[config.mk]
export PLATFORM = sky130hd
export DESIGN_NAME = rsa_modexp_crt_unit_top
export DESIGN_NICKNAME = d
export VERILOG_FILES = /design/src/rsamx_pkg.sv /design/src/rsamx_modmul.sv /design/src/rsamx_inv.sv /design/src/rsa_modexp_crt_unit_top.sv
export VERILOG_INCLUDE_DIRS = /design/src /design/src/src
export SDC_FILE = /design/constraint.sdc
export NUM_CORES = 2
export LEC_CHECK = 0
export ABC_AREA = 1
export BUFFER_PORTS_ARGS = -buffer_cell sky130_fd_sc_hd__buf_2
export CAP_MARGIN = 10
export CORE_MARGIN = 2
export CORE_UTILIZATION = 65
export DETAILED_ROUTE_END_ITERATION = 12
export GPL_TIMING_DRIVEN = 0
export MAX_ROUTING_LAYER = met4
export PLACE_DENSITY = 0.93
export SYNTH_ARGS = -nofsm -noshare
export SYNTH_HDL_FRONTEND = slang
export SYNTH_HIERARCHICAL = 1
export SYNTH_SLANG_ARGS = --single-unit
[constraint.sdc]
create_clock -name clk -period 7.95 [get_ports clk]
set_input_delay 0.795 -clock clk [delete_from_list [all_inputs] [get_ports clk]]
set_output_delay 0.795 -clock clk [all_outputs]
set_load 0.01 [all_outputs]
[src/assert_macros.svh]
// Assertion helpers shared by the RTL files of the modular exponentiation unit.
`ifndef ASSERT_MACROS_SVH
`define ASSERT_MACROS_SVH

`ifndef SYNTH

`define ASSERT_PROP(label, clk, rst_n, prop, msg) \
	label: assert property (@(posedge clk) disable iff (!rst_n) (prop)) else $error(msg);

`define ASSERT_NEVER(label, clk, rst_n, expr, msg) \
	label: assert property (@(posedge clk) disable iff (!rst_n) !(expr)) else $error(msg);

`else

`define ASSERT_PROP(label, clk, rst_n, prop, msg)

`define ASSERT_NEVER(label, clk, rst_n, expr, msg)

`endif

`endif

[src/rsamx_pkg.sv]
`default_nettype none

package rsamx_pkg;

	localparam int unsigned VALUE_W       = 32;
	localparam int unsigned EXP_W         = 32;
	localparam int unsigned PRIME_W       = 16;
	localparam int unsigned CFG_W         = 32;
	localparam int unsigned CFG_IDX_W     = 3;
	localparam int unsigned MOD_WIDTH_DEF = 32;

	localparam int unsigned MM_CNT_W  = $clog2(VALUE_W + 1);
	localparam int unsigned EXP_CNT_W = $clog2(EXP_W + 1);
	localparam int unsigned DIV_CNT_W = $clog2(PRIME_W + 1);
	// Signed width of the Bezout coefficients, with headroom for the partial products.
	localparam int unsigned INV_TW    = PRIME_W + 3;

	localparam logic [CFG_W-1:0]   MODULUS_RST     = 32'd3233;
	localparam logic [EXP_W-1:0]   PUB_EXP_RST     = 32'd17;
	localparam logic [EXP_W-1:0]   PRIV_EXP_RST    = 32'd2753;
	localparam logic [PRIME_W-1:0] PRIME_FIRST_RST = 16'd61;
	localparam logic [PRIME_W-1:0] PRIME_SECOND_RST = 16'd53;

	typedef enum logic [1:0] {
		MODE_ENC = 2'd0,
		MODE_DEC = 2'd1,
		MODE_CRT = 2'd2
	} mode_t;

	typedef enum logic [CFG_IDX_W-1:0] {
		CFG_MODULUS      = 3'd0,
		CFG_PUB_EXP      = 3'd1,
		CFG_PRIV_EXP     = 3'd2,
		CFG_PRIME_FIRST  = 3'd3,
		CFG_PRIME_SECOND = 3'd4
	} cfg_idx_t;

	typedef struct packed {
		logic               done;
		logic               ok;
		logic [PRIME_W-1:0] inv;
	} inv_rsp_t;

endpackage

`default_nettype wire

[src/rsamx_modmul.sv]
`default_nettype none

// Bit-serial interleaved modular multiplier: r = (x * y) mod m, one bit of x per cycle,
// most significant bit first. Needs y < m. With y = 1 it reduces x modulo m.
module rsamx_modmul import rsamx_pkg::*; #(
	parameter int unsigned MW = MOD_WIDTH_DEF
) (
	input  wire logic               clk,
	input  wire logic               arst_n,
	input  wire logic               go,
	input  wire logic [VALUE_W-1:0] x,
	input  wire logic [MW-1:0]      y,
	input  wire logic [MW-1:0]      m,
	output logic                    done,
	output logic [MW-1:0]           r
);

	logic                busy_q;
	logic                done_q;
	logic [MM_CNT_W-1:0] cnt_q;
	logic [VALUE_W-1:0]  x_q;
	logic [MW-1:0]       y_q;
	logic [MW-1:0]       m_q;
	logic [MW-1:0]       acc_q;

	logic [MW:0] dbl;
	logic [MW:0] dbl_red;
	logic [MW:0] sum;
	logic [MW:0] sum_red;

	// Doubling and adding each stay below twice the modulus, so one subtract apiece.
	always_comb begin
		dbl     = {acc_q, 1'b0};
		dbl_red = (dbl >= {1'b0, m_q}) ? dbl - {1'b0, m_q} : dbl;
		sum     = {1'b0, dbl_red[MW-1:0]} + (x_q[VALUE_W-1] ? {1'b0, y_q} : '0);
		sum_red = (sum >= {1'b0, m_q}) ? sum - {1'b0, m_q} : sum;
	end

	always_ff @(posedge clk or negedge arst_n) begin
		if (!arst_n) begin
			busy_q <= 1'b0;
			done_q <= 1'b0;
			cnt_q  <= '0;
		end else begin
			done_q <= 1'b0;
			if (go) begin
				busy_q <= 1'b1;
				cnt_q  <= MM_CNT_W'(VALUE_W);
			end else if (busy_q) begin
				cnt_q <= cnt_q - MM_CNT_W'(1);
				if (cnt_q == MM_CNT_W'(1)) begin
					busy_q <= 1'b0;
					done_q <= 1'b1;
				end
			end
		end
	end

	always_ff @(posedge clk) begin
		if (go) begin
			x_q   <= x;
			y_q   <= y;
			m_q   <= m;
			acc_q <= '0;
		end else if (busy_q) begin
			x_q   <= {x_q[VALUE_W-2:0], 1'b0};
			acc_q <= sum_red[MW-1:0];
		end
	end

	assign done = done_q;
	assign r    = acc_q;

`include "assert_macros.svh"

	`ASSERT_NEVER(a_go_while_busy, clk, arst_n, go && busy_q, "modmul started while busy")
	`ASSERT_PROP(a_acc_reduced, clk, arst_n, busy_q |-> (acc_q < m_q), "partial product not reduced")
	`ASSERT_PROP(a_result_reduced, clk, arst_n, done_q |-> (acc_q < m_q), "product not below modulus")

endmodule

`default_nettype wire

[src/rsamx_inv.sv]
`default_nettype none

// Modular inverse of a modulo m by the extended Euclidean algorithm. Each quotient is found
// by a bit-serial restoring division, and the coefficient product is built alongside it
// from the quotient bits as they appear.
module rsamx_inv import rsamx_pkg::*; (
	input  wire logic               clk,
	input  wire logic               arst_n,
	input  wire logic               go,
	input  wire logic [PRIME_W-1:0] a,
	input  wire logic [PRIME_W-1:0] m,
	output inv_rsp_t                rsp
);

	typedef enum logic [2:0] {
		INV_IDLE  = 3'b001,
		INV_CHECK = 3'b010,
		INV_DIV   = 3'b100
	} inv_state_t;

	inv_state_t                 state_q;
	logic [PRIME_W-1:0]         r0_q;
	logic [PRIME_W-1:0]         r1_q;
	logic signed [INV_TW-1:0]   t0_q;
	logic signed [INV_TW-1:0]   t1_q;
	logic [PRIME_W-1:0]         rem_q;
	logic [PRIME_W-1:0]         dvd_q;
	logic signed [INV_TW-1:0]   prod_q;
	logic [DIV_CNT_W-1:0]       cnt_q;
	logic [PRIME_W-1:0]         m_q;
	inv_rsp_t                   rsp_q;

	logic [PRIME_W:0]           rr;
	logic                       ge;
	logic [PRIME_W:0]           rem_nx;
	logic signed [INV_TW-1:0]   prod_nx;
	logic signed [INV_TW-1:0]   m_ext;
	logic signed [INV_TW-1:0]   t_fix;

	always_comb begin
		rr      = {rem_q, dvd_q[PRIME_W-1]};
		ge      = (rr >= {1'b0, r1_q});
		rem_nx  = ge ? rr - {1'b0, r1_q} : rr;
		prod_nx = (prod_q <<< 1) + (ge ? t1_q : '0);
		m_ext   = $signed({{(INV_TW - PRIME_W){1'b0}}, m_q});
		t_fix   = t0_q[INV_TW-1] ? t0_q + m_ext : t0_q;
	end

	always_ff @(posedge clk or negedge arst_n) begin
		if (!arst_n) begin
			state_q <= INV_IDLE;
			r0_q    <= '0;
			r1_q    <= '0;
			t0_q    <= '0;
			t1_q    <= '0;
			rem_q   <= '0;
			dvd_q   <= '0;
			prod_q  <= '0;
			cnt_q   <= '0;
			m_q     <= '0;
			rsp_q   <= '0;
		end else begin
			rsp_q.done <= 1'b0;
			case (state_q)
				INV_IDLE: begin
					if (go) begin
						r0_q    <= m;
						r1_q    <= a;
						t0_q    <= '0;
						t1_q    <= INV_TW'(1);
						m_q     <= m;
						state_q <= INV_CHECK;
					end
				end
				INV_CHECK: begin
					if (r1_q == '0) begin
						rsp_q.done <= 1'b1;
						rsp_q.ok   <= (r0_q == PRIME_W'(1));
						rsp_q.inv  <= t_fix[PRIME_W-1:0];
						state_q    <= INV_IDLE;
					end else begin
						rem_q   <= '0;
						dvd_q   <= r0_q;
						prod_q  <= '0;
						cnt_q   <= DIV_CNT_W'(PRIME_W);
						state_q <= INV_DIV;
					end
				end
				INV_DIV: begin
					rem_q  <= rem_nx[PRIME_W-1:0];
					dvd_q  <= {dvd_q[PRIME_W-2:0], 1'b0};
					prod_q <= prod_nx;
					cnt_q  <= cnt_q - DIV_CNT_W'(1);
					if (cnt_q == DIV_CNT_W'(1)) begin
						r0_q    <= r1_q;
						r1_q    <= rem_nx[PRIME_W-1:0];
						t0_q    <= t1_q;
						t1_q    <= t0_q - prod_nx;
						state_q <= INV_CHECK;
					end
				end
				default: state_q <= INV_IDLE;
			endcase
		end
	end

	assign rsp = rsp_q;

`include "assert_macros.svh"

	`ASSERT_PROP(a_inv_in_range, clk, arst_n, rsp_q.done |-> (!rsp_q.ok || (rsp_q.inv < m_q)), "inverse not reduced")

endmodule

`default_nettype wire

[src/rsa_modexp_crt_unit_top.sv]
`default_nettype none

// RSA modular exponentiation unit. A word carries a value and a mode (encrypt with the
// public exponent, direct decrypt with the private exponent, or decrypt through the Chinese
// remainder theorem with the two primes) and gives one result word; the no-inverse flag
// marks a CRT decrypt with a prime below two, or whose second prime has no inverse modulo
// the first, with result 0. One word is processed at a time; the next is taken as soon as
// the previous result sits in the output register. The modular products run through one
// bit-serial modular multiplier. An exponentiation takes a base reduction, a scan past the
// leading zeros of the exponent, then a squaring for each further exponent bit plus a
// multiplication for every set bit. CRT decrypt adds four reductions and one further
// product, the Euclidean inverse and two exponentiations modulo the 16-bit primes, whose
// reduced exponents have at most 16 bits. Configuration must be written by the user only
// while the unit is idle; the block itself does not enforce it.
module rsa_modexp_crt_unit_top import rsamx_pkg::*; #(
	parameter int unsigned MOD_WIDTH = MOD_WIDTH_DEF
) (
	input  wire logic                 clk,
	input  wire logic                 arst_n,
	input  wire logic                 s_axis_tvalid,
	output logic                      s_axis_tready,
	input  wire logic [VALUE_W-1:0]   s_axis_tdata,  // value
	input  wire logic [1:0]           s_axis_tuser,  // mode
	output logic                      m_axis_tvalid,
	input  wire logic                 m_axis_tready,
	output logic [VALUE_W-1:0]        m_axis_tdata,  // result
	output logic                      m_axis_tuser,  // no_inverse
	input  wire logic                 cfg_wr_en,
	input  wire logic [CFG_IDX_W-1:0] cfg_index,
	input  wire logic [CFG_W-1:0]     cfg_data
);

	localparam int unsigned MW = (MOD_WIDTH > PRIME_W) ? MOD_WIDTH : PRIME_W;

	typedef enum logic [16:0] {
		S_IDLE   = 17'h00001,
		S_DISP   = 17'h00002,
		S_RQ     = 17'h00004,
		S_INV    = 17'h00008,
		S_RDP    = 17'h00010,
		S_RDQ    = 17'h00020,
		S_PSTART = 17'h00040,
		S_RBASE  = 17'h00080,
		S_SCAN   = 17'h00100,
		S_NEXT   = 17'h00200,
		S_SQ     = 17'h00400,
		S_MUL    = 17'h00800,
		S_PDONE  = 17'h01000,
		S_RM2    = 17'h02000,
		S_HMUL   = 17'h04000,
		S_ADD    = 17'h08000,
		S_FIN    = 17'h10000
	} state_t;

	// Configuration registers.
	logic [MOD_WIDTH-1:0] modulus_q;
	logic [EXP_W-1:0]     pub_exp_q;
	logic [EXP_W-1:0]     priv_exp_q;
	logic [PRIME_W-1:0]   prime_first_q;
	logic [PRIME_W-1:0]   prime_second_q;

	state_t               state_q;
	mode_t                mode_q;
	logic [VALUE_W-1:0]   val_q;
	logic [VALUE_W-1:0]   res_q;
	logic                 flag_q;
	logic                 crt2_q;
	logic [MW-1:0]        mod_q;
	logic [EXP_W-1:0]     exp_q;
	logic [EXP_CNT_W-1:0] bitcnt_q;
	logic [MW-1:0]        base_q;
	logic [MW-1:0]        acc_q;
	logic [PRIME_W-1:0]   m1_q;
	logic [PRIME_W-1:0]   m2_q;
	logic [PRIME_W-1:0]   qinv_q;
	logic [PRIME_W-1:0]   dp_q;
	logic [PRIME_W-1:0]   dq_q;
	logic [VALUE_W-1:0]   prod_q;

	logic                 mm_go_q;
	logic [VALUE_W-1:0]   mm_x_q;
	logic [MW-1:0]        mm_y_q;
	logic [MW-1:0]        mm_m_q;
	logic                 mm_done;
	logic [MW-1:0]        mm_r;

	logic                 inv_go_q;
	logic [PRIME_W-1:0]   inv_a_q;
	inv_rsp_t             inv_rsp;

	logic                 out_valid_q;
	logic [VALUE_W-1:0]   out_data_q;
	logic                 out_flag_q;

	logic [PRIME_W-1:0]   m2_red;
	logic [PRIME_W:0]     diff_wide;

	rsamx_modmul #(
		.MW(MW)
	) u_modmul (
		.clk    (clk),
		.arst_n (arst_n),
		.go     (mm_go_q),
		.x      (mm_x_q),
		.y      (mm_y_q),
		.m      (mm_m_q),
		.done   (mm_done),
		.r      (mm_r)
	);

	rsamx_inv u_inv (
		.clk    (clk),
		.arst_n (arst_n),
		.go     (inv_go_q),
		.a      (inv_a_q),
		.m      (prime_first_q),
		.rsp    (inv_rsp)
	);

	// (m1 - m2) modulo p, with m2 already reduced modulo p by the multiplier.
	always_comb begin
		m2_red    = mm_r[PRIME_W-1:0];
		diff_wide = (m1_q >= m2_red) ? {1'b0, m1_q} - {1'b0, m2_red}
		                             : {1'b0, m1_q} + {1'b0, prime_first_q} - {1'b0, m2_red};
	end

	always_ff @(posedge clk or negedge arst_n) begin
		if (!arst_n) begin
			modulus_q      <= MOD_WIDTH'(MODULUS_RST);
			pub_exp_q      <= PUB_EXP_RST;
			priv_exp_q     <= PRIV_EXP_RST;
			prime_first_q  <= PRIME_FIRST_RST;
			prime_second_q <= PRIME_SECOND_RST;
		end else if (cfg_wr_en) begin
			case (cfg_index)
				CFG_MODULUS:      modulus_q      <= cfg_data[MOD_WIDTH-1:0];
				CFG_PUB_EXP:      pub_exp_q      <= cfg_data[EXP_W-1:0];
				CFG_PRIV_EXP:     priv_exp_q     <= cfg_data[EXP_W-1:0];
				CFG_PRIME_FIRST:  prime_first_q  <= cfg_data[PRIME_W-1:0];
				CFG_PRIME_SECOND: prime_second_q <= cfg_data[PRIME_W-1:0];
				default: ;
			endcase
		end
	end

	always_ff @(posedge clk or negedge arst_n) begin
		if (!arst_n) begin
			state_q     <= S_IDLE;
			mode_q      <= MODE_ENC;
			val_q       <= '0;
			res_q       <= '0;
			flag_q      <= 1'b0;
			crt2_q      <= 1'b0;
			mod_q       <= '0;
			exp_q       <= '0;
			bitcnt_q    <= '0;
			base_q      <= '0;
			acc_q       <= '0;
			m1_q        <= '0;
			m2_q        <= '0;
			qinv_q      <= '0;
			dp_q        <= '0;
			dq_q        <= '0;
			prod_q      <= '0;
			mm_go_q     <= 1'b0;
			mm_x_q      <= '0;
			mm_y_q      <= '0;
			mm_m_q      <= '0;
			inv_go_q    <= 1'b0;
			inv_a_q     <= '0;
			out_valid_q <= 1'b0;
			out_data_q  <= '0;
			out_flag_q  <= 1'b0;
		end else begin
			mm_go_q  <= 1'b0;
			inv_go_q <= 1'b0;
			if (m_axis_tready) begin
				out_valid_q <= 1'b0;
			end
			case (state_q)
				S_IDLE: begin
					if (s_axis_tvalid) begin
						mode_q  <= mode_t'(s_axis_tuser);
						val_q   <= s_axis_tdata;
						res_q   <= '0;
						flag_q  <= 1'b0;
						crt2_q  <= 1'b0;
						state_q <= S_DISP;
					end
				end
				S_DISP: begin
					case (mode_q)
						MODE_ENC: begin
							if (pub_exp_q == '0) begin
								res_q   <= VALUE_W'(1);
								state_q <= S_FIN;
							end else if (modulus_q == '0) begin
								state_q <= S_FIN;
							end else begin
								mod_q   <= MW'(modulus_q);
								exp_q   <= pub_exp_q;
								state_q <= S_PSTART;
							end
						end
						MODE_DEC: begin
							if (val_q == '0) begin
								state_q <= S_FIN;
							end else if (priv_exp_q == '0) begin
								res_q   <= VALUE_W'(1);
								state_q <= S_FIN;
							end else if (modulus_q == '0) begin
								state_q <= S_FIN;
							end else begin
								mod_q   <= MW'(modulus_q);
								exp_q   <= priv_exp_q;
								state_q <= S_PSTART;
							end
						end
						MODE_CRT: begin
							if (val_q == '0) begin
								state_q <= S_FIN;
							end else if (prime_first_q < PRIME_W'(2)
							             || prime_second_q < PRIME_W'(2)) begin
								flag_q  <= 1'b1;
								state_q <= S_FIN;
							end else begin
								mm_go_q <= 1'b1;
								mm_x_q  <= VALUE_W'(prime_second_q);
								mm_y_q  <= MW'(1);
								mm_m_q  <= MW'(prime_first_q);
								state_q <= S_RQ;
							end
						end
						default: state_q <= S_FIN;
					endcase
				end
				S_RQ: begin
					if (mm_done) begin
						inv_go_q <= 1'b1;
						inv_a_q  <= mm_r[PRIME_W-1:0];
						state_q  <= S_INV;
					end
				end
				S_INV: begin
					if (inv_rsp.done) begin
						if (!inv_rsp.ok) begin
							flag_q  <= 1'b1;
							state_q <= S_FIN;
						end else begin
							qinv_q  <= inv_rsp.inv;
							mm_go_q <= 1'b1;
							mm_x_q  <= VALUE_W'(priv_exp_q);
							mm_y_q  <= MW'(prime_first_q != PRIME_W'(2));
							mm_m_q  <= MW'(prime_first_q - PRIME_W'(1));
							state_q <= S_RDP;
						end
					end
				end
				S_RDP: begin
					if (mm_done) begin
						dp_q    <= mm_r[PRIME_W-1:0];
						mm_go_q <= 1'b1;
						mm_x_q  <= VALUE_W'(priv_exp_q);
						mm_y_q  <= MW'(prime_second_q != PRIME_W'(2));
						mm_m_q  <= MW'(prime_second_q - PRIME_W'(1));
						state_q <= S_RDQ;
					end
				end
				S_RDQ: begin
					if (mm_done) begin
						dq_q    <= mm_r[PRIME_W-1:0];
						mod_q   <= MW'(prime_first_q);
						exp_q   <= EXP_W'(dp_q);
						state_q <= S_PSTART;
					end
				end
				S_PSTART: begin
					// Base reduction; a modulus of one leaves nothing but zero.
					mm_go_q  <= 1'b1;
					mm_x_q   <= val_q;
					mm_y_q   <= MW'(mod_q != MW'(1));
					mm_m_q   <= mod_q;
					bitcnt_q <= '0;
					state_q  <= S_RBASE;
				end
				S_RBASE: begin
					if (mm_done) begin
						base_q  <= mm_r;
						state_q <= S_SCAN;
					end
				end
				S_SCAN: begin
					// Skip leading zeros; the first set bit loads the base directly.
					if (exp_q[EXP_W-1]) begin
						acc_q    <= base_q;
						exp_q    <= {exp_q[EXP_W-2:0], 1'b0};
						bitcnt_q <= bitcnt_q + EXP_CNT_W'(1);
						state_q  <= S_NEXT;
					end else if (exp_q == '0) begin
						acc_q   <= MW'(1);
						state_q <= S_PDONE;
					end else begin
						exp_q    <= {exp_q[EXP_W-2:0], 1'b0};
						bitcnt_q <= bitcnt_q + EXP_CNT_W'(1);
					end
				end
				S_NEXT: begin
					if (bitcnt_q == EXP_CNT_W'(EXP_W)) begin
						state_q <= S_PDONE;
					end else begin
						mm_go_q <= 1'b1;
						mm_x_q  <= VALUE_W'(acc_q);
						mm_y_q  <= acc_q;
						mm_m_q  <= mod_q;
						state_q <= S_SQ;
					end
				end
				S_SQ: begin
					if (mm_done) begin
						acc_q    <= mm_r;
						exp_q    <= {exp_q[EXP_W-2:0], 1'b0};
						bitcnt_q <= bitcnt_q + EXP_CNT_W'(1);
						if (exp_q[EXP_W-1]) begin
							mm_go_q <= 1'b1;
							mm_x_q  <= VALUE_W'(mm_r);
							mm_y_q  <= base_q;
							mm_m_q  <= mod_q;
							state_q <= S_MUL;
						end else begin
							state_q <= S_NEXT;
						end
					end
				end
				S_MUL: begin
					if (mm_done) begin
						acc_q   <= mm_r;
						state_q <= S_NEXT;
					end
				end
				S_PDONE: begin
					if (mode_q != MODE_CRT) begin
						res_q   <= VALUE_W'(acc_q);
						state_q <= S_FIN;
					end else if (!crt2_q) begin
						m1_q    <= acc_q[PRIME_W-1:0];
						crt2_q  <= 1'b1;
						mod_q   <= MW'(prime_second_q);
						exp_q   <= EXP_W'(dq_q);
						state_q <= S_PSTART;
					end else begin
						m2_q    <= acc_q[PRIME_W-1:0];
						mm_go_q <= 1'b1;
						mm_x_q  <= VALUE_W'(acc_q);
						mm_y_q  <= MW'(1);
						mm_m_q  <= MW'(prime_first_q);
						state_q <= S_RM2;
					end
				end
				S_RM2: begin
					if (mm_done) begin
						mm_go_q <= 1'b1;
						mm_x_q  <= VALUE_W'(qinv_q);
						mm_y_q  <= MW'(diff_wide[PRIME_W-1:0]);
						mm_m_q  <= MW'(prime_first_q);
						state_q <= S_HMUL;
					end
				end
				S_HMUL: begin
					if (mm_done) begin
						prod_q  <= VALUE_W'(mm_r[PRIME_W-1:0]) * VALUE_W'(prime_second_q);
						state_q <= S_ADD;
					end
				end
				S_ADD: begin
					res_q   <= VALUE_W'(m2_q) + prod_q;
					state_q <= S_FIN;
				end
				S_FIN: begin
					if (!out_valid_q || m_axis_tready) begin
						out_valid_q <= 1'b1;
						out_data_q  <= res_q;
						out_flag_q  <= flag_q;
						state_q     <= S_IDLE;
					end
				end
				default: state_q <= S_IDLE;
			endcase
		end
	end

	assign s_axis_tready = (state_q == S_IDLE);
	assign m_axis_tvalid = out_valid_q;
	assign m_axis_tdata  = out_data_q;
	assign m_axis_tuser  = out_flag_q;

`include "assert_macros.svh"

	`ASSERT_PROP(a_flag_only_crt, clk, arst_n, (state_q == S_FIN && flag_q) |-> (mode_q == MODE_CRT && res_q == '0), "no-inverse flag outside CRT or with nonzero result")

endmodule

`default_nettype wire

* After elaboration in Yosys (flattened, before gate mapping)
Index checks and enable logic that the tools add are counted.
** Storage, ports and cells
- Input port bits :: 74
- Register bits after elaboration :: 905
- Output and inout port bits :: 35
** Operators by class
- Eq/ne operators :: 71
- $lt $le $gt $ge :: 6
- $mul :: 1
- $add $sub $neg :: 16
- Reduce and logical (&&, ||, !) cells :: 54
- Bitwise operators :: 2
- Muxes and demuxes :: 168
** Operators with widths (count)
- 32-bit two-way mux :: 65
- 32-bit case mux with 8 select lines :: 3
- 17-bit two-way mux :: 21
- 17-bit case mux with 17 select lines :: 1
- 32-bit case mux with 2 select lines :: 4
- 32-bit logical NOT :: 5
- 32-bit case mux with 5 select lines :: 1
- 16-bit two-way mux :: 9
- 16-bit case mux with 2 select lines :: 4
- 32-bit case mux with 4 select lines :: 1
- 32-bit case mux with 3 select lines :: 1
- 19-bit two-way mux :: 5
- 19-bit case mux with 2 select lines :: 2
- 33-bit by 32-bit greater-or-equal comparator with 1-bit output :: 2
- 32-bit subtractor :: 2
- 18-bit two-way mux :: 3
- 17-bit case mux with 3 select lines :: 1
- 16-bit subtractor :: 3
- 18-bit case mux with 2 select lines :: 1
- 16-bit by 1-bit subtractor with 17-bit output (second input constant) :: 2
- 32-bit by 32-bit adder with 33-bit output :: 1
- 16-bit adder :: 2
- 16-bit by 32-bit adder with 32-bit output :: 1
- 16-bit by 2-bit < comparator with 1-bit output (second input constant) :: 2
- 72 further kinds :: 176

* Longest topological paths before layout
- Depth in word-level cells :: 6
- Mapped depth :: 43
- Depth with buffers taken out :: 42

* Modules after synthesis
The synthesis kept the hierarchy.
** Modules (own cells, without submodules)
- rsa_modexp_crt_unit_top :: seq. area each 15217.1 µm², area each 42598.4 µm², cells an instance 5748, instances 1
- rsamx_modmul :: seq. area each 3723.6 µm², area each 13042.5 µm², cells an instance 2122, instances 1
- rsamx_inv :: seq. area each 4055.1 µm², area each 10477.5 µm², cells an instance 1353, instances 1

* Worst setup path after synthesis
No wires, ideal clock.
- Path kind :: flip-flop to flip-flop
- Start point :: register prime_second_q[2]
- End point :: register, netlist name prod_q[21]
- Cell stages (with the launch flop) :: 23
- Setup slack :: 2.190 ns
- Data arrival time :: 5.634 ns
- Clock period less this slack :: 5.760 ns
- Path buffers :: 2
- Required time :: 7.824 ns
- Path through :: dfstp_2 > clkbuf_1 > clkbuf_1 > nand2_1 > fa_1 > fa_1 > fa_1 > inv_1 > fa_1 > fa_1 > inv_1 > fa_1 > inv_1 > ha_1 > inv_1 > o21ai_0 > a21oi_1 > nand3_1 > nand3_1 > nand2_1 > or2_2 > nand3_1 > o21ai_0
** RTL lines
- start: declaration :: RTL line rsa_modexp_crt_unit_top.sv:60 : logic [PRIME_W-1:0] prime_second_q;
- start signal: assignment :: RTL line rsa_modexp_crt_unit_top.sv:140 : CFG_PRIME_SECOND: prime_second_q <= cfg_data[PRIME_W-1:0];

==> run summary <==
The congestion estimate from routability-driven global placement came to 1.16. The maximum number of pins on one net before global-route repair came out at 125. Buffers inserted to repair hold after CTS numbered 0. The die covers 104000 um2. In the post-synthesis netlist, the cell with the most instances is sky130_fd_sc_hd__nand2_1. By area the synthesized netlist is led by sky130_fd_sc_hd__dfrtp_1, sky130_fd_sc_hd__nand2_1, sky130_fd_sc_hd__inv_1.

Port buffering added 108 buffers. The per-cell via count in the routed design is 6.23. Setup repair after global routing left no endpoint under its margin. The area taken by multi-input logic gates was 36100 um2; the number of flops mapped to enable cells by yosys was 96.

The endpoint identified for the worst register-to-register timing path is prod_q[22]$_DFFE_PN0P_. The detailed placement HPWL is 203000 um. Wires add up to 263000 um. The critical setup path kind was register to register. Via count of the first global-routing pass: 64100.

The transition time at the pin with the least slew margin was 1540 ps. The share of Yosys cell area claimed by the top area cell type works out to 0.285. For the final antenna-violating net count, the log shows 0. For the worst setup path, the data arrival time is 7980 ps. The total cell area at the placement stage came out at 68600 um2. The tools report the number of core rows as 116. For the detailed-router iteration count before antenna repair, the log shows 9. The number of maximum-capacitance constraint violations is 1, and the total number of vias is 67900. The library cell with the largest summed area after synthesis was sky130_fd_sc_hd__dfrtp_1.

The worst hold path belongs to the class primary input to asynchronous set/reset pin. The logs give 75.7 ps for the final worst clock skew and 10100 for the net total in the final layout. The synthesized netlist occupies a cell area of 66100 um2. The number of antenna violations at the first check in global routing was 14; the number of cells traversed by the worst register-to-register path was 20. The detailed-route wire length per cell was 24.2 um; the hold violation count in the final report was 0. From synthesis to final layout, the design area changed by 8.99%.

STA classifies the critical path startpoint as a register. The height of the die is 323 um, and the share of cells above drive strength 1 is 0.0653. The CTS buffer count is 96, and the clock sink count is 905. After routing the design area is 72100 um2. At the worst endpoint, the required time is 8490 ps. The logs give 0.348 for the share of synthesized area occupied by flip-flops and latches and 0 for the number of setup violations in the final report. The run gives 0 as the sum of overflow across all layers after global routing. The worst setup path is captured at a register. Mean area per synthesized cell: 7.17 um2. The flow ran to the end, but the final reports show violations. The area of the core region is 100000 um2, and the overall routing resource usage is 0.515. Among all flip-flop cells after synthesis, the most frequent one is sky130_fd_sc_hd__dfrtp_1. The worst path needs 7440 ps of the cycle, external delays included. In this run, the number of DRC markers left after iteration 0 of detailed routing was 10500.

The effective utilization at floorplan is 0.658. In this run the count of I/O pins placed on the die edge is 109. The relative max-transition margin is -0.0341, and the post-route clock period utilization is 0.935.

The number of levels in the clock H-tree is 3. The number of distinct library cell variants in the gate-level netlist after synthesis came out at 73. The synthesis warning total is 6. The checks that failed: max-capacitance violations, max-slew violations. In the final layout, flip-flops and latches occupy 23000 um2. The tools report the maximum clock insertion buffer count as 3. Counting flops and latches in the post-synthesis netlist gives 905.

The clock reaches the later pin of the worst-skew pair after 740 ps. The run gives 7885 as the layout filler cell count. TritonCTS built the clock tree. Sorting the synthesized cells by how often they occur yields sky130_fd_sc_hd__nand2_1, sky130_fd_sc_hd__inv_1, sky130_fd_sc_hd__dfrtp_1. Based on the critical path, the design can be clocked at up to 134 MHz.

The first global-routing pass estimated 387000 um of wire. The final max-slew violation count was 3; the critical-path maximum fanout was 10. For the number of instances in the synthesized netlist, the log shows 9223. After clock tree synthesis, the setup repair step added 0 buffers.

The root buffer cell is sky130_fd_sc_hd__clkbuf_16. The number of instances resized during post-cts repair is 0, and the number of nets produced by synthesis is 9838. The horizontal extent of the die came out at 323 um. The register clock-pin slew on the reported worst setup and hold paths is 70 ps. Startpoint of the worst-slack reg-to-reg timing path: prime_second_q[11]$_DFFE_PN0P_. Setup slack on the worst reg-to-reg path comes out at 510 ps.

The fraction of registers with async set or reset after synthesis is 0.859, and the number of DRC violations after detailed routing is 0.
## routing by layer
layer / vias to the layer above / track usage / share of wire
met5: - / - / 0
met4: 0 / 0.423 / 0.10
met3: 1392 / 0.141 / 0.13
met2: 5211 / 0.730 / 0.42
met1: 31600 / 0.612 / 0.35
li1: 29700 / - / -
## worst max path at each step
stage,from,endpoint,cells past startpoint
floorplan,prime_second_q[2]$_DFFE_PN1P_,prod_q[21]$_DFFE_PN0P_,22
global placement,arst_n,exp_q[25]$_DFFE_PN0P_,1
detailed placement,u_modmul/r[9]$_SDFFE_PP0P_,prod_q[21]$_DFFE_PN0P_,22
CTS,prime_second_q[9]$_DFFE_PN0P_,prod_q[21]$_DFFE_PN0P_,22
global route,prime_second_q[11]$_DFFE_PN0P_,prod_q[28]$_DFFE_PN0P_,24
finish,prime_second_q[11]$_DFFE_PN0P_,prod_q[22]$_DFFE_PN0P_,20
## cell families (layout without fill, tap and decap cells)
logic type,count (synthesis),count (layout),share of synthesized area
compound gates,1411,1411,0.116
simple gates,4385,4385,0.276
fa+ha+maj,541,541,0.127
mux,44,44,0.00749
buf+inv,1796,2093,0.107
other cells,0,20,0
flops,905,905,0.348
xor+xnor,141,141,0.0187
## cell type report
class	count	area share
antenna	20	0.000695
buffer	332	0.0218
clock buffer	128	0.0378
clock inverter	53	0.00965
inverter	1464	0.0763
multi-input combinational	6522	0.500
sequential	905	0.319
tap	1357	0.0236
timing repair buffer	116	0.0107
## registers in the layout, summed over array words and instances, names as in the netlist, 19 cells and up
| signal | cells |
|---|---|
| u_inv/t1_q | 19 |
| u_modmul/y_q | 32 |
| val_q | 32 |
| base_q | 32 |
| exp_q | 32 |
| modulus_q | 32 |
| pub_exp_q | 32 |
| u_inv/t0_q | 19 |
| mm_y_q | 32 |
| res_q | 32 |
| u_modmul/r | 32 |
| mod_q | 32 |
| prod_q | 32 |
| m_axis_tdata | 32 |
| mm_m_q | 32 |
| acc_q | 32 |
| u_modmul/x_q | 32 |
| u_modmul/m_q | 32 |
| priv_exp_q | 32 |
| mm_x_q | 32 |
## critical path: stages (launching register included)
cell and delay [ps]:
sky130_fd_sc_hd__dfrtp_1 450, sky130_fd_sc_hd__clkbuf_1 1110, sky130_fd_sc_hd__buf_1 510, sky130_fd_sc_hd__nand2_1 150, sky130_fd_sc_hd__fa_1 540, sky130_fd_sc_hd__inv_1 50, sky130_fd_sc_hd__fa_1 470, sky130_fd_sc_hd__fa_1 560
sky130_fd_sc_hd__fa_1 560, sky130_fd_sc_hd__fa_1 550, sky130_fd_sc_hd__inv_1 60, sky130_fd_sc_hd__fa_1 520, sky130_fd_sc_hd__inv_1 70, sky130_fd_sc_hd__ha_1 410, sky130_fd_sc_hd__a21oi_1 260, sky130_fd_sc_hd__o21ai_0 140
sky130_fd_sc_hd__a21oi_1 200, sky130_fd_sc_hd__nand2_1 90, sky130_fd_sc_hd__or2_2 270, sky130_fd_sc_hd__nand3_1 150, sky130_fd_sc_hd__o21ai_0 110
## cells in the final DEF (no fill, tap or decap), types with 22 or more instances in the layout
| master | synthesis | final |
|---|---|---|
| sky130_fd_sc_hd__nand2_1 | 2946 | 2946 |
| sky130_fd_sc_hd__dfrtp_1 | 754 | 753 |
| sky130_fd_sc_hd__o211ai_1 | 35 | 35 |
| sky130_fd_sc_hd__buf_2 | 87 | 194 |
| sky130_fd_sc_hd__ha_1 | 323 | 323 |
| sky130_fd_sc_hd__edfxtp_1 | 96 | 96 |
| sky130_fd_sc_hd__fa_1 | 218 | 218 |
| sky130_fd_sc_hd__nand2_2 | 22 | 22 |
| sky130_fd_sc_hd__xnor2_1 | 71 | 71 |
| sky130_fd_sc_hd__nand3_1 | 461 | 461 |
| sky130_fd_sc_hd__nor3_1 | 58 | 58 |
| sky130_fd_sc_hd__mux2_2 | 32 | 32 |
| sky130_fd_sc_hd__nor2_1 | 572 | 572 |
| sky130_fd_sc_hd__nand3b_1 | 34 | 34 |
| sky130_fd_sc_hd__nand4_1 | 164 | 164 |
| sky130_fd_sc_hd__a21o_1 | 31 | 31 |
| sky130_fd_sc_hd__a21oi_1 | 377 | 377 |
| sky130_fd_sc_hd__xor2_1 | 70 | 70 |
| sky130_fd_sc_hd__inv_2 | 23 | 23 |
| sky130_fd_sc_hd__dfstp_2 | 23 | 23 |
| sky130_fd_sc_hd__inv_1 | 1436 | 1436 |
| sky130_fd_sc_hd__o21ai_0 | 675 | 675 |
| sky130_fd_sc_hd__clkbuf_16 | 0 | 97 |
| sky130_fd_sc_hd__o21ai_1 | 131 | 131 |
| sky130_fd_sc_hd__buf_4 | 26 | 26 |
| sky130_fd_sc_hd__clkbuf_1 | 186 | 199 |
| sky130_fd_sc_hd__dfxtp_1 | 32 | 32 |
| sky130_fd_sc_hd__o22ai_1 | 65 | 65 |
## through the flow
| step | setup TNS [ps] | hold WS, ps | worst slack [ps] | std cells | utilization |
|---|---|---|---|---|---|
| after detailed placement | 0 | 432 | 966 | 10700 | 0.683 |
| after global routing | 0 | 136 | 407 | 10900 | 0.717 |
| after CTS | 0 | 102 | 836 | 10900 | 0.717 |
| final | 0 | 86.2 | 513 | 10900 | 0.717 |
| after floorplan | 0 | 425 | 2190 | 9223 | - |
| after global placement | -7627120 | 429 | -10180 | 10700 | 0.681 |
Power is not shown: default switching activity piles up to over one toggle a cycle in this logic, so the estimate is an artifact.
